--- src/rtl/core/bucket_min_max_decimator_defines.svh ---
// Assertion macros for the bucket min/max decimator.
// Included by the top level; expects signals named clock and reset in scope.
`ifndef BUCKET_MIN_MAX_DECIMATOR_DEFINES_SVH
`define BUCKET_MIN_MAX_DECIMATOR_DEFINES_SVH
`ifndef SYNTHESIS
`define BMMD_ASSERT(label, expr, msg) \
   label: assert property (@(posedge clock) disable iff (reset) (expr)) else $error(msg);
`define BMMD_ASSERT_NEXT(label, ante, cons, msg) \
   label: assert property (@(posedge clock) disable iff (reset) (ante) |=> (cons)) \
      else $error(msg);
`else
`define BMMD_ASSERT(label, expr, msg)
`define BMMD_ASSERT_NEXT(label, ante, cons, msg)
`endif
`endif

--- src/rtl/core/bmmd_pkg.sv ---
// Shared types and constants for the bucket min/max decimator.
// No dependencies.
`timescale 1ns / 1ps
package bmmd_pkg;
   localparam int FREQ_BITS   = 48;
   localparam int INT_BITS    = 32;
   localparam int SIZE_BITS   = 16;
   localparam int CSR_IDX_BITS = 1;
   localparam int CSR_DATA_BITS = 16;
   localparam int FIFO_DEPTH  = 4;
   localparam int PTR_BITS    = 2;
   localparam int LEVEL_BITS  = 3;

   localparam logic [CSR_IDX_BITS-1:0] REG_BUCKET_LEN = 1'd0;
   localparam logic [CSR_IDX_BITS-1:0] REG_BYPASS     = 1'd1;

   localparam logic [SIZE_BITS-1:0] BUCKET_LEN_RESET = 16'd2;

   typedef struct packed {
      logic [FREQ_BITS-1:0]       freq;
      logic signed [INT_BITS-1:0] intensity;
      logic                       end_of_record;
   } item_type;

   typedef struct packed {
      logic [FREQ_BITS-1:0]       freq;
      logic signed [INT_BITS-1:0] intensity;
      logic                       last_of_run;
      logic                       record_done;
   } result_type;

   typedef struct packed {
      logic [SIZE_BITS-1:0] bucket_len;
      logic                 bypass;
   } cfg_type;

   typedef struct packed {
      logic [1:0] count;
      result_type first;
      result_type second;
   } push_type;

   typedef struct packed {
      logic                  valid;
      logic                  room;
      logic [LEVEL_BITS-1:0] level;
   } fifo_status_type;
endpackage

--- src/rtl/core/bmmd_if.sv ---
// Stream channel interfaces: point input and decimated result output.
// Depends on bmmd_pkg.
`timescale 1ns / 1ps
interface bmmd_req_if import bmmd_pkg::*; ();
   logic                       valid;
   logic                       ready;
   logic [FREQ_BITS-1:0]       freq;
   logic signed [INT_BITS-1:0] intensity;
   logic                       end_of_record;

   modport source (output valid, freq, intensity, end_of_record, input ready);
   modport sink (input valid, freq, intensity, end_of_record, output ready);
endinterface

interface bmmd_rsp_if import bmmd_pkg::*; ();
   logic                       valid;
   logic                       ready;
   logic [FREQ_BITS-1:0]       out_freq;
   logic signed [INT_BITS-1:0] out_intensity;
   logic                       last_of_run;
   logic                       record_done;

   modport source (output valid, out_freq, out_intensity, last_of_run, record_done,
                   input ready);
   modport sink (input valid, out_freq, out_intensity, last_of_run, record_done,
                 output ready);
endinterface

--- src/rtl/core/bucket_min_max_decimator.sv ---
// Top level of the bucket min/max decimator: CSRs, bucket tracker, result queue.
// Depends on bmmd_pkg, bmmd_if, bmmd_bucket, bmmd_out_fifo and the defines header.
//
// Points arrive on req (freq, intensity, end_of_record); results leave on rsp.
// A transfer on either channel is a cycle with valid and ready both high.
// In decimate mode each bucket of bucket length points (below 2 taken as 2, or
// fewer, closed by end_of_record) yields its minimum and maximum point in stream order, or a
// single point if both are one sample. In bypass every point is passed on.
// Results of a closing transfer are registered into the result queue and reach rsp in order.
// Throughput: one point per cycle while req.ready is high; rsp gives one result
// per cycle while rsp.ready is high. The four-entry result queue holds ready
// high while two entries are free, so points keep flowing while results wait.
// When rsp stalls, the queue fills and req.ready drops until it drains.
// Reset (synchronous) empties the queue, opens an empty bucket and sets
// the bucket length to 2 and bypass to 1. CSR writes take effect at once; the
// user must make them only while the block is idle; the block does not enforce it.
`timescale 1ns / 1ps
`include "bucket_min_max_decimator_defines.svh"
module bucket_min_max_decimator import bmmd_pkg::*; #(
   parameter int COUNT_BITS = 16
) (
   input  logic                     clock,
   input  logic                     reset,
   bmmd_req_if.sink                 req,
   bmmd_rsp_if.source               rsp,
   input  logic                     csr_write_enable,
   input  logic [CSR_IDX_BITS-1:0]  csr_index,
   input  logic [CSR_DATA_BITS-1:0] csr_data
);
   logic [SIZE_BITS-1:0] bucket_len_ff;
   logic                 bypass_ff;
   cfg_type              cfg;
   item_type             item;
   push_type             push;
   result_type           head;
   fifo_status_type      status;
   logic                 accept;

   always_ff @(posedge clock) begin
      if (reset) begin
         bucket_len_ff <= BUCKET_LEN_RESET;
         bypass_ff     <= 1'b1;
      end else if (csr_write_enable) begin
         unique case (csr_index)
            REG_BUCKET_LEN: bucket_len_ff <= csr_data[SIZE_BITS-1:0];
            REG_BYPASS:     bypass_ff     <= csr_data[0];
            default: ;
         endcase
      end
   end

   assign cfg    = '{bucket_len: bucket_len_ff, bypass: bypass_ff};
   assign item   = '{freq: req.freq, intensity: req.intensity,
                     end_of_record: req.end_of_record};
   assign req.ready = status.room;
   assign accept = req.valid && status.room;

   bmmd_bucket #(.COUNT_BITS(COUNT_BITS)) u_bucket (
      .clock  (clock),
      .reset  (reset),
      .accept (accept),
      .item   (item),
      .cfg    (cfg),
      .push   (push)
   );

   bmmd_out_fifo u_fifo (
      .clock     (clock),
      .reset     (reset),
      .push      (push),
      .pop_ready (rsp.ready),
      .head      (head),
      .status    (status)
   );

   assign rsp.valid         = status.valid;
   assign rsp.out_freq      = head.freq;
   assign rsp.out_intensity = head.intensity;
   assign rsp.last_of_run   = head.last_of_run;
   assign rsp.record_done   = head.record_done;

   `BMMD_ASSERT(a_level_bound, status.level <= LEVEL_BITS'(FIFO_DEPTH), "queue overflow")
   `BMMD_ASSERT(a_valid_level, status.valid == (status.level != '0), "valid/level mismatch")
   `BMMD_ASSERT_NEXT(a_bypass_out, accept && bypass_ff, status.valid, "bypass result lost")
endmodule

--- src/rtl/core/bmmd_bucket.sv ---
// Bucket tracker: running min/max per bucket and the results at bucket close, or each point in bypass.
// Depends on bmmd_pkg.
`timescale 1ns / 1ps
module bmmd_bucket import bmmd_pkg::*; #(
   parameter int COUNT_BITS = 16
) (
   input  logic     clock,
   input  logic     reset,
   input  logic     accept,
   input  item_type item,
   input  cfg_type  cfg,
   output push_type push
);
   localparam int SW = 33;
   localparam logic [SW-1:0] COUNT_MAX = (SW'(1) << COUNT_BITS) - SW'(1);

   logic [COUNT_BITS-1:0]      fill_count_ff, fill_count_in;
   logic signed [INT_BITS-1:0] low_value_ff, low_value_in;
   logic [FREQ_BITS-1:0]       low_freq_ff, low_freq_in;
   logic [COUNT_BITS-1:0]      low_position_ff, low_position_in;
   logic signed [INT_BITS-1:0] high_value_ff, high_value_in;
   logic [FREQ_BITS-1:0]       high_freq_ff, high_freq_in;
   logic [COUNT_BITS-1:0]      high_position_ff, high_position_in;

   logic [SW-1:0]         size_eff;
   logic [COUNT_BITS-1:0] fill_next;
   logic                  fresh, take_low, take_high, close;
   result_type            low_res, high_res;

   always_comb begin
      priority if (cfg.bucket_len < SIZE_BITS'(2)) begin
         size_eff = SW'(2);
      end else if (SW'(cfg.bucket_len) > COUNT_MAX) begin
         size_eff = COUNT_MAX;
      end else begin
         size_eff = SW'(cfg.bucket_len);
      end
   end

   always_comb begin
      fresh     = (fill_count_ff == '0);
      take_low  = fresh || ($signed(item.intensity) < low_value_ff);
      take_high = fresh || ($signed(item.intensity) > high_value_ff);
      fill_next = fill_count_ff + COUNT_BITS'(1);
      close     = (SW'(fill_next) >= size_eff) || item.end_of_record;

      low_value_in     = take_low ? item.intensity : low_value_ff;
      low_freq_in      = take_low ? item.freq : low_freq_ff;
      low_position_in  = take_low ? fill_count_ff : low_position_ff;
      high_value_in    = take_high ? item.intensity : high_value_ff;
      high_freq_in     = take_high ? item.freq : high_freq_ff;
      high_position_in = take_high ? fill_count_ff : high_position_ff;
      fill_count_in    = close ? '0 : fill_next;

      low_res  = '{freq: low_freq_in, intensity: low_value_in,
                   last_of_run: 1'b0, record_done: 1'b0};
      high_res = '{freq: high_freq_in, intensity: high_value_in,
                   last_of_run: 1'b0, record_done: 1'b0};

      push = '0;
      if (accept) begin
         if (cfg.bypass) begin
            push.count = 2'd1;
            push.first = '{freq: item.freq, intensity: item.intensity,
                           last_of_run: 1'b1, record_done: item.end_of_record};
         end else if (close) begin
            priority if (low_position_in < high_position_in) begin
               push.count  = 2'd2;
               push.first  = low_res;
               push.second = high_res;
            end else if (high_position_in < low_position_in) begin
               push.count  = 2'd2;
               push.first  = high_res;
               push.second = low_res;
            end else begin
               push.count = 2'd1;
               push.first = low_res;
            end
            if (push.count == 2'd2) begin
               push.second.last_of_run = 1'b1;
               push.second.record_done = item.end_of_record;
            end else begin
               push.first.last_of_run = 1'b1;
               push.first.record_done = item.end_of_record;
            end
         end
      end
   end

   always_ff @(posedge clock) begin
      if (reset) begin
         fill_count_ff <= '0;
      end else if (accept && !cfg.bypass) begin
         fill_count_ff <= fill_count_in;
      end
   end

   always_ff @(posedge clock) begin
      if (accept && !cfg.bypass) begin
         low_value_ff     <= low_value_in;
         low_freq_ff      <= low_freq_in;
         low_position_ff  <= low_position_in;
         high_value_ff    <= high_value_in;
         high_freq_ff     <= high_freq_in;
         high_position_ff <= high_position_in;
      end
   end
endmodule

--- src/rtl/core/bmmd_out_fifo.sv ---
// Result queue: takes up to two results per cycle, hands out one per transfer.
// Depends on bmmd_pkg.
`timescale 1ns / 1ps
module bmmd_out_fifo import bmmd_pkg::*; (
   input  logic            clock,
   input  logic            reset,
   input  push_type        push,
   input  logic            pop_ready,
   output result_type      head,
   output fifo_status_type status
);
   result_type            mem [FIFO_DEPTH];
   logic [PTR_BITS-1:0]   wr_ptr_ff, wr_ptr_in;
   logic [PTR_BITS-1:0]   rd_ptr_ff, rd_ptr_in;
   logic [LEVEL_BITS-1:0] level_ff, level_in;
   logic                  pop;

   always_comb begin
      status.valid = (level_ff != '0);
      status.room  = (level_ff <= LEVEL_BITS'(FIFO_DEPTH - 2));
      status.level = level_ff;
      head         = mem[rd_ptr_ff];
      pop          = status.valid && pop_ready;
      wr_ptr_in    = wr_ptr_ff + PTR_BITS'(push.count);
      rd_ptr_in    = rd_ptr_ff + PTR_BITS'(pop);
      level_in     = level_ff + LEVEL_BITS'(push.count) - LEVEL_BITS'(pop);
   end

   always_ff @(posedge clock) begin
      if (reset) begin
         wr_ptr_ff <= '0;
         rd_ptr_ff <= '0;
         level_ff  <= '0;
      end else begin
         wr_ptr_ff <= wr_ptr_in;
         rd_ptr_ff <= rd_ptr_in;
         level_ff  <= level_in;
      end
   end

   always_ff @(posedge clock) begin
      if (push.count != 2'd0) begin
         mem[wr_ptr_ff] <= push.first;
      end
      if (push.count == 2'd2) begin
         mem[wr_ptr_ff + PTR_BITS'(1)] <= push.second;
      end
   end
endmodule
--- src/flat_wrapper.sv ---
// flat-port wrapper written by rule: the top's interface ports become plain ports
module bucket_min_max_decimator_flat import bmmd_pkg::*;
#(
   parameter int COUNT_BITS = 16
)
  (clock, reset, csr_write_enable, csr_index, csr_data, req_valid, req_freq, req_intensity, req_end_of_record, req_ready, rsp_valid, rsp_out_freq, rsp_out_intensity, rsp_last_of_run, rsp_record_done, rsp_ready);
  bmmd_req_if req_i ();
  bmmd_rsp_if rsp_i ();
  input  logic clock;
  input  logic reset;
  input  logic csr_write_enable;
  input  logic [CSR_IDX_BITS-1:0] csr_index;
  input  logic [CSR_DATA_BITS-1:0] csr_data;
  input wire logic [$bits(req_i.valid)-1:0] req_valid;
  input wire logic [$bits(req_i.freq)-1:0] req_freq;
  input wire logic [$bits(req_i.intensity)-1:0] req_intensity;
  input wire logic [$bits(req_i.end_of_record)-1:0] req_end_of_record;
  output wire logic [$bits(req_i.ready)-1:0] req_ready;
  output wire logic [$bits(rsp_i.valid)-1:0] rsp_valid;
  output wire logic [$bits(rsp_i.out_freq)-1:0] rsp_out_freq;
  output wire logic [$bits(rsp_i.out_intensity)-1:0] rsp_out_intensity;
  output wire logic [$bits(rsp_i.last_of_run)-1:0] rsp_last_of_run;
  output wire logic [$bits(rsp_i.record_done)-1:0] rsp_record_done;
  input wire logic [$bits(rsp_i.ready)-1:0] rsp_ready;
  assign req_i.valid = req_valid;
  assign req_i.freq = req_freq;
  assign req_i.intensity = req_intensity;
  assign req_i.end_of_record = req_end_of_record;
  assign req_ready = req_i.ready;
  assign rsp_valid = rsp_i.valid;
  assign rsp_out_freq = rsp_i.out_freq;
  assign rsp_out_intensity = rsp_i.out_intensity;
  assign rsp_last_of_run = rsp_i.last_of_run;
  assign rsp_record_done = rsp_i.record_done;
  assign rsp_i.ready = rsp_ready;
  bucket_min_max_decimator #(.COUNT_BITS(COUNT_BITS)) u_core (.clock(clock), .reset(reset), .req(req_i), .rsp(rsp_i), .csr_write_enable(csr_write_enable), .csr_index(csr_index), .csr_data(csr_data));
endmodule
--- config.mk ---
export PLATFORM = sky130hd
export DESIGN_NAME = bucket_min_max_decimator_flat
export DESIGN_NICKNAME = d
export VERILOG_FILES = /design/src/rtl/core/bmmd_pkg.sv /design/src/rtl/core/bmmd_if.sv /design/src/rtl/core/bucket_min_max_decimator.sv /design/src/rtl/core/bmmd_bucket.sv /design/src/rtl/core/bmmd_out_fifo.sv /design/src/flat_wrapper.sv
export VERILOG_INCLUDE_DIRS = /design/src /design/src/rtl/core
export SDC_FILE = /design/constraint.sdc
export NUM_CORES = 1
export LEC_CHECK = 0
export BUFFER_PORTS_ARGS = -buffer_cell sky130_fd_sc_hd__buf_2
export CORE_ASPECT_RATIO = 1.5
export CORE_MARGIN = 4
export CORE_UTILIZATION = 45
export CTS_CLUSTER_DIAMETER = 150
export DETAILED_ROUTE_END_ITERATION = 8
export PLACE_DENSITY = 0.74
export SETUP_SLACK_MARGIN = 0.2
export SYNTH_ARGS = -nofsm -noshare
export SYNTH_HDL_FRONTEND = slang
export SYNTH_SLANG_ARGS = --single-unit
--- constraint.sdc ---
create_clock -name clock -period 9.5 [get_ports clock]
set_clock_uncertainty 0.15 [all_clocks]
set_input_delay 0.475 -clock clock [delete_from_list [all_inputs] [get_ports clock]]
set_output_delay 0.475 -clock clock [all_outputs]
set_load 0.005 [all_outputs]
# Word-level counts from Yosys, hierarchy flattened
# Memories as Yosys holds them, arrays and structs flattened. A register that Yosys moved wholly into a read port is not among the register bits.
# Index checks and enable logic that the tools add are counted.
[totals] mem_bits_ro=0 mem_count=1 latchBits=0 out_inout_bits=84 ramBits=328 elab_cells=66 reg_bits=232
[op_classes] n_shift=0 add_sub_neg=6 n_mul=0 bitwise_logic=1 n_mux=25 n_eq_ne=2 n_lt_le_gt_ge=7 reduce_logical=12 div_mod_pow=0
[mem_list] name="u_core.u_fifo.mem" depth=4 width=82 rd=1 rd_clocked_by_memory_dff=1 wr=2 line_no="bmmd_out_fifo.sv:12" text="result_type mem [FIFO_DEPTH];"
[op_table] cell="2-to-1 mux 166 bit" n=6
[op_table] cell="2-to-1 mux 84 bit" n=2
[op_table] cell="2-to-1 mux 82 bit" n=2
[op_table] cell="2-to-1 mux 48 bit" n=2
[op_table] cell="2-to-1 mux 16 bit" n=4
[op_table] cell="2-to-1 mux 32 bit" n=2
[op_table] cell=">= comparator 16 x 33 -> 1 bit" n=1
[op_table] cell="greater-than comparator 32 bit" n=1
[op_table] cell="< comparator 16 bit" n=2
[op_table] cell="< comparator 32 bit" n=1
[op_table] cell="adder 16 x 1 -> 16 bit, second input constant" n=1
[op_table] cell="logical NOT 16 bit" n=1
[op_table] cell="< comparator 16 x 2 -> 1 bit, second input constant" n=1
[op_table] cell="2-to-1 mux 2 bit" n=3
[op_table] cell="equality test 2 bit, second input constant" n=2
[op_table] cell="2-to-1 mux 1 bit" n=4
[op_table] cell="AND reduction 2 bit" n=2
[op_table] cell="adder 3 x 2 -> 3 bit" n=1
[op_table] cell="less-or-equal comparator 3 x 2 -> 1 bit, second input constant" n=1
[op_table] cell="logical AND 1 bit" n=3
[op_table] cell="logical OR 1 bit" n=3
[op_table] cell="nonzero test 3 bit" n=1
[op_table] cell="subtractor 3 x 1 -> 3 bit" n=1
[op_table] cell="adder 2 x 1 -> 2 bit" n=1
[op_table] cell="other kinds (5)" n=5

# Logic depth before layout (Yosys ltp)
[depth] ltp_word=17 mapped_depth=28

# Hierarchy
# Synthesis repeated with hierarchy kept, for this count alone.
[unflattened] cells_unflattened=2340 area_unflattened_um2=32237.2
[by_module_without_submodules] mod="bmmd_out_fifo" n_inst=1 cells_per_inst=838 seq_area_each_um2=9989.6 area_each_um2=16358.2
[by_module_without_submodules] mod="bmmd_bucket" n_inst=1 cells_per_inst=1427 seq_area_each_um2=6085.8 area_each_um2=15104.5
[by_module_without_submodules] mod="bucket_min_max_decimator" n_inst=1 cells_per_inst=75 seq_area_each_um2=340.3 area_each_um2=774.5

# Worst setup path after synthesis
# No wires, ideal clock.
[synth_timing] path_kind="flip-flop to flip-flop" startpoint="reg u_core.u_bucket.fill_count_ff[0]" endpoint="mem u_core.u_fifo.mem[0][0] (netlist bit) (enable)" path_slack_ns=-0.279 required_time_ns=8.706 n_path_buf=2 arrival_ns=8.985 stages_incl_launch_ff=17 path_cell_list="dfxtp_1 ha_1 and3_1 and3_1 and3_1 clkbuf_1 nand3_1 xnor2_1 ha_1 nand3_1 a211oi_1 o21bai_1 a21oi_1 or2_2 clkbuf_1 o21ai_0 o31ai_1"
[synth_lines] element="from (decl)" line_no="bmmd_bucket.sv:17" text="logic [COUNT_BITS-1:0] fill_count_ff, fill_count_in;"
[synth_lines] element="from (signal assigned)" line_no="bmmd_bucket.sv:94" text="fill_count_ff <= fill_count_in;"
[synth_lines] element="to (decl)" line_no="bmmd_out_fifo.sv:12"

==> flow_metrics.env <==
export IMPL_status="finished clean"
export IMPL_cts_tree="built"
export IMPL_fin_crit_sh=0.851
export IMPL_die_h_um=336
export IMPL_routed_via_count=25000
export IMPL_area_growth_pct=10.8
export IMPL_clock_tree_buffer_depth=3
export IMPL_cell_type_with_the_highest_aggregate_area_in_the_netlist="edfxtp_1"
export IMPL_critical_path_startpoint_type="register"
export IMPL_clk_latency_worst_skew_pair_ns=0.62
export IMPL_layout_min_cycle_time_ns=8.08
export IMPL_synth_xor_area_frac=0.00516
export IMPL_num_rows=119
export IMPL_grtUsageTotal=0.240
export IMPL_post_synth_top_area_fraction=0.484
export IMPL_grt_start_max_net_pins=129
export IMPL_post_synth_main_area_contributors="edfxtp_1 48%, mux4_2 5.7%, mux2i_1 4.5%, a22oi_1 4.0%, ha_1 4.0%"
export IMPL_worst_r2r_setup_slack_ns=1.42
export IMPL_finalHoldViolCount=0
export IMPL_mappedNetlistNets=2991
export IMPL_synth_top_family_by_area="compound AO/OA/AOI/OAI gates"
export IMPL_hp_start="req_freq[23]"
export IMPL_ys_seq_area_frac=0.509
export IMPL_yosys_register_bits=560
export IMPL_finalMaxSlewViolations=0
export IMPL_ant_nets=0
export IMPL_synth_adder_area_share=0.0402
export IMPL_cts_setup_buffers=0
export IMPL_dpl_hpwl_um=56200
export IMPL_unrepaired_setup_endpoints_after_global_routing="false"
export IMPL_ctsResizeCount=0
export IMPL_final_setup_tns_ns=0
export IMPL_ys_types=65
export IMPL_worst_setup_hold_path_clk_slew_ns=0.07
export IMPL_h_tree_depth_reported_by_cts=2
export IMPL_synth_area_mm2=0.0322
export IMPL_ys_async_sr_fraction=0
export IMPL_globalplace_congestion=0.840
export IMPL_timing_worst_setup_path_type="register to register"
export IMPL_final_layout_size_suffix_gt1_frac=0.175
export IMPL_worst_slew_pin_transition_ns=1.19
export IMPL_setup_viol=0
export IMPL_number_of_antenna_violations_at_the_first_check_in_global_routing=15
export IMPL_pwr_density_cell_mw_per_mm2=206
export IMPL_synth_yosys_warnings=0
export IMPL_fin_util=0.506
export IMPL_post_drt_via_cell_ratio=6.54
export IMPL_drtPass1Iterations=6
export IMPL_timing_hold_worst_class="primary input to register"
export IMPL_timing_slew_headroom=0.205
export IMPL_worst_hold_path_cells=2
export IMPL_postRouteWirelength_um=94600
export IMPL_post_cts_hold_buffer_count=17
export IMPL_power_ir_vdd_worst_mv=0.133
export IMPL_total_number_of_nets_in_the_final_design=3066
export IMPL_critical_path_arrival_ns=8.16
export IMPL_synth_simple_gate_area_share=0.0681
export IMPL_synth_flop_cell="edfxtp_1"
export IMPL_cts_sinks=560
export IMPL_most_common_library_cell_in_the_layout_ignoring_fill_and_taps="edfxtp_1"
export IMPL_number_of_cells_on_the_worst_reg_to_reg_path=20
export IMPL_gr_usage_met2=0.427
export IMPL_synth_compound_gate_area_share=0.199
export IMPL_crit_reg2reg_capture="u_core.u_fifo.mem[1][63]"
export IMPL_critical_path_required_ns=9.57
export IMPL_setup_worst_path_end_class="register"
export IMPL_drc=0
export IMPL_clockRootBuffer="clkbuf_16"
export IMPL_grt_pass1_vias=24800
export IMPL_grt_most_used_layer="met2"
export IMPL_muxShareOfSynthArea=0.118
export IMPL_grtUsageMet1=0.285
export IMPL_synth_cells=2785
export IMPL_floorplan_die_area_mm2=0.0761
export IMPL_report_power_total_uw=7350
export IMPL_first_pass_grt_wire_length_um=143000
export IMPL_gr_usage_met3=0.0383
export IMPL_initial_utilization=0.457
export IMPL_most_used_cells_in_the_layout_excluding_fill_and_tap_cells="520 x edfxtp_1, 248 x a21oi_1, 244 x inv_1, 186 x buf_2, 173 x a22oi_1"
export IMPL_fmax_ghz=0.124
export IMPL_synth_area_per_cell_um2=11.6
export IMPL_detail_route_wl_per_cell_um=24.8
export IMPL_max_cap_violations=0
export IMPL_synth_edff_count=520
export IMPL_core_area_mm2=0.0706
export IMPL_crit_reg2reg_launch="u_core.u_bucket.high_value_ff[7]"
export IMPL_design_portCount=187
export IMPL_grt_overflow_total=0
export IMPL_critPathMaxFanout=57
export IMPL_holdPathEnd="u_core.u_bucket.low_freq_ff[23]"
export IMPL_die_width_um=227
export IMPL_leakage_uw=0.0136
export IMPL_numPortBuffers=186
export IMPL_number_of_clock_buffers_inserted_by_tritoncts=53
export IMPL_drtIter0Drc=2626
[synth_stat cells, types with 21 or more instances]
cell / number
nor2_1: 46
a22oi_1: 173
nand3_1: 97
or3_1: 71
nand4_1: 21
edfxtp_1: 520
o21ai_1: 94
mux4_2: 82
mux2i_1: 145
clkbuf_1: 169
a21oi_1: 249
o22a_1: 86
o21ai_0: 82
nor3_1: 48
inv_1: 245
dfxtp_1: 40
a32oi_1: 140
nand2_1: 84
ha_1: 102
o22a_2: 23
[cell type report]
class | instances | area, um2
Antenna cell | 10 | 25.0
Clock buffer | 70 | 1450
Clock inverter | 30 | 249
Fill cell | 6155 | 34800
Inverter | 255 | 965
Multi-Input combinational cell | 1746 | 14100
Sequential cell | 560 | 16400
Tap cell | 907 | 1130
Timing Repair Buffer | 244 | 1420
[worst max-delay path by stage]
stage,cells past startpoint,slack (ns),to,start
final,20,1.42,u_core.u_fifo.mem[1][63],u_core.u_bucket.high_value_ff[7]
after global routing,20,1.05,u_core.u_fifo.mem[1][75],u_core.u_bucket.high_value_ff[5]
after CTS,20,1.44,u_core.u_fifo.mem[1][50],u_core.u_bucket.high_value_ff[5]
after detailed placement,20,1.21,u_core.u_fifo.mem[1][58],req_intensity[7]
after global placement,20,1.32,u_core.u_fifo.mem[1][21],req_intensity[5]
after floorplan,20,0.38,u_core.u_fifo.mem[3][0],req_intensity[14]
[metal layers]
layer  vias to the layer above  share of wire  wire length, um
met1                     12300           0.37            34600
li1                      11100              -                -
met2                      1247           0.51            48600
met5                         -        0.00022               21
met3                       308          0.073             6860
met4                         4          0.049             4590
[power by group]
| part | total, uW | internal (uW) | leakage (uW) | switching [uW] |
|---|---|---|---|---|
| Sequential | 3150 | 3030 | 0.00515 | 124 |
| Clock | 2140 | 1180 | 0.000823 | 955 |
| Combinational | 2060 | 823 | 0.00761 | 1230 |
| Total | 7350 | 5030 | 0.0136 | 2310 |
[cells by family (layout without fill, tap and decap cells)]
family                     count (synthesis)  count (layout)
DFF                                      560             560
and+or+nand+nor                          428             428
adders and majority gates                103             103
other                                      0              10
xor gates and xnor gates                  19              19
AOI/OAI and AO/OA                        930             930
muxes                                    266             266
buffers and inverters                    479             599
[critical path: stages (launching register included)]
cell and delay (ns):
edfxtp_1 0.39, inv_1 0.09, ha_1 0.25, a21oi_1 0.14
o21ai_0 0.18, a221o_1 0.39, o31ai_1 0.51, a31oi_2 0.48
nor2_4 0.47, buf_4 0.35, mux2_2 0.39, ha_1 0.30
a2111oi_0 0.42, nor3_1 0.10, o21ai_0 0.18, o221ai_4 0.14
nand2_1 0.26, nand2_1 0.31, mux2_2 0.42, nor2_4 0.79
buf_4 0.93
[sequential cells by signal, indices dropped and copies added (netlist names)]
register and cells:
u_core.u_bucket.high_freq_ff 48, u_core.u_bucket.low_position_ff 16, u_core.u_bucket.high_value_ff 32, u_core.u_fifo.mem 328, u_core.u_bucket.low_freq_ff 48, u_core.bypass_ff 1
u_core.u_bucket.fill_count_ff 16, u_core.bucket_len_ff 16, u_core.u_bucket.high_position_ff 16, u_core.u_fifo.rd_ptr_ff 2, u_core.u_fifo.wr_ptr_ff 2, u_core.u_bucket.low_value_ff 32
u_core.u_fifo.level_ff 3
[per-stage QoR]
stage               worst slack [ns]  hold slack [ns]  instance area [um2]  instances
floorplan                      0.377            0.286                32200       2785
global placement                1.32            0.302                33800       3695
detailed placement              1.21            0.314                33800       3695
CTS                             1.44           0.0466                35700       3812
global route                    1.05           0.0572                35700       3815
finish                          1.42           0.0749                35700       3822
Power figures use the tool's default switching activity.
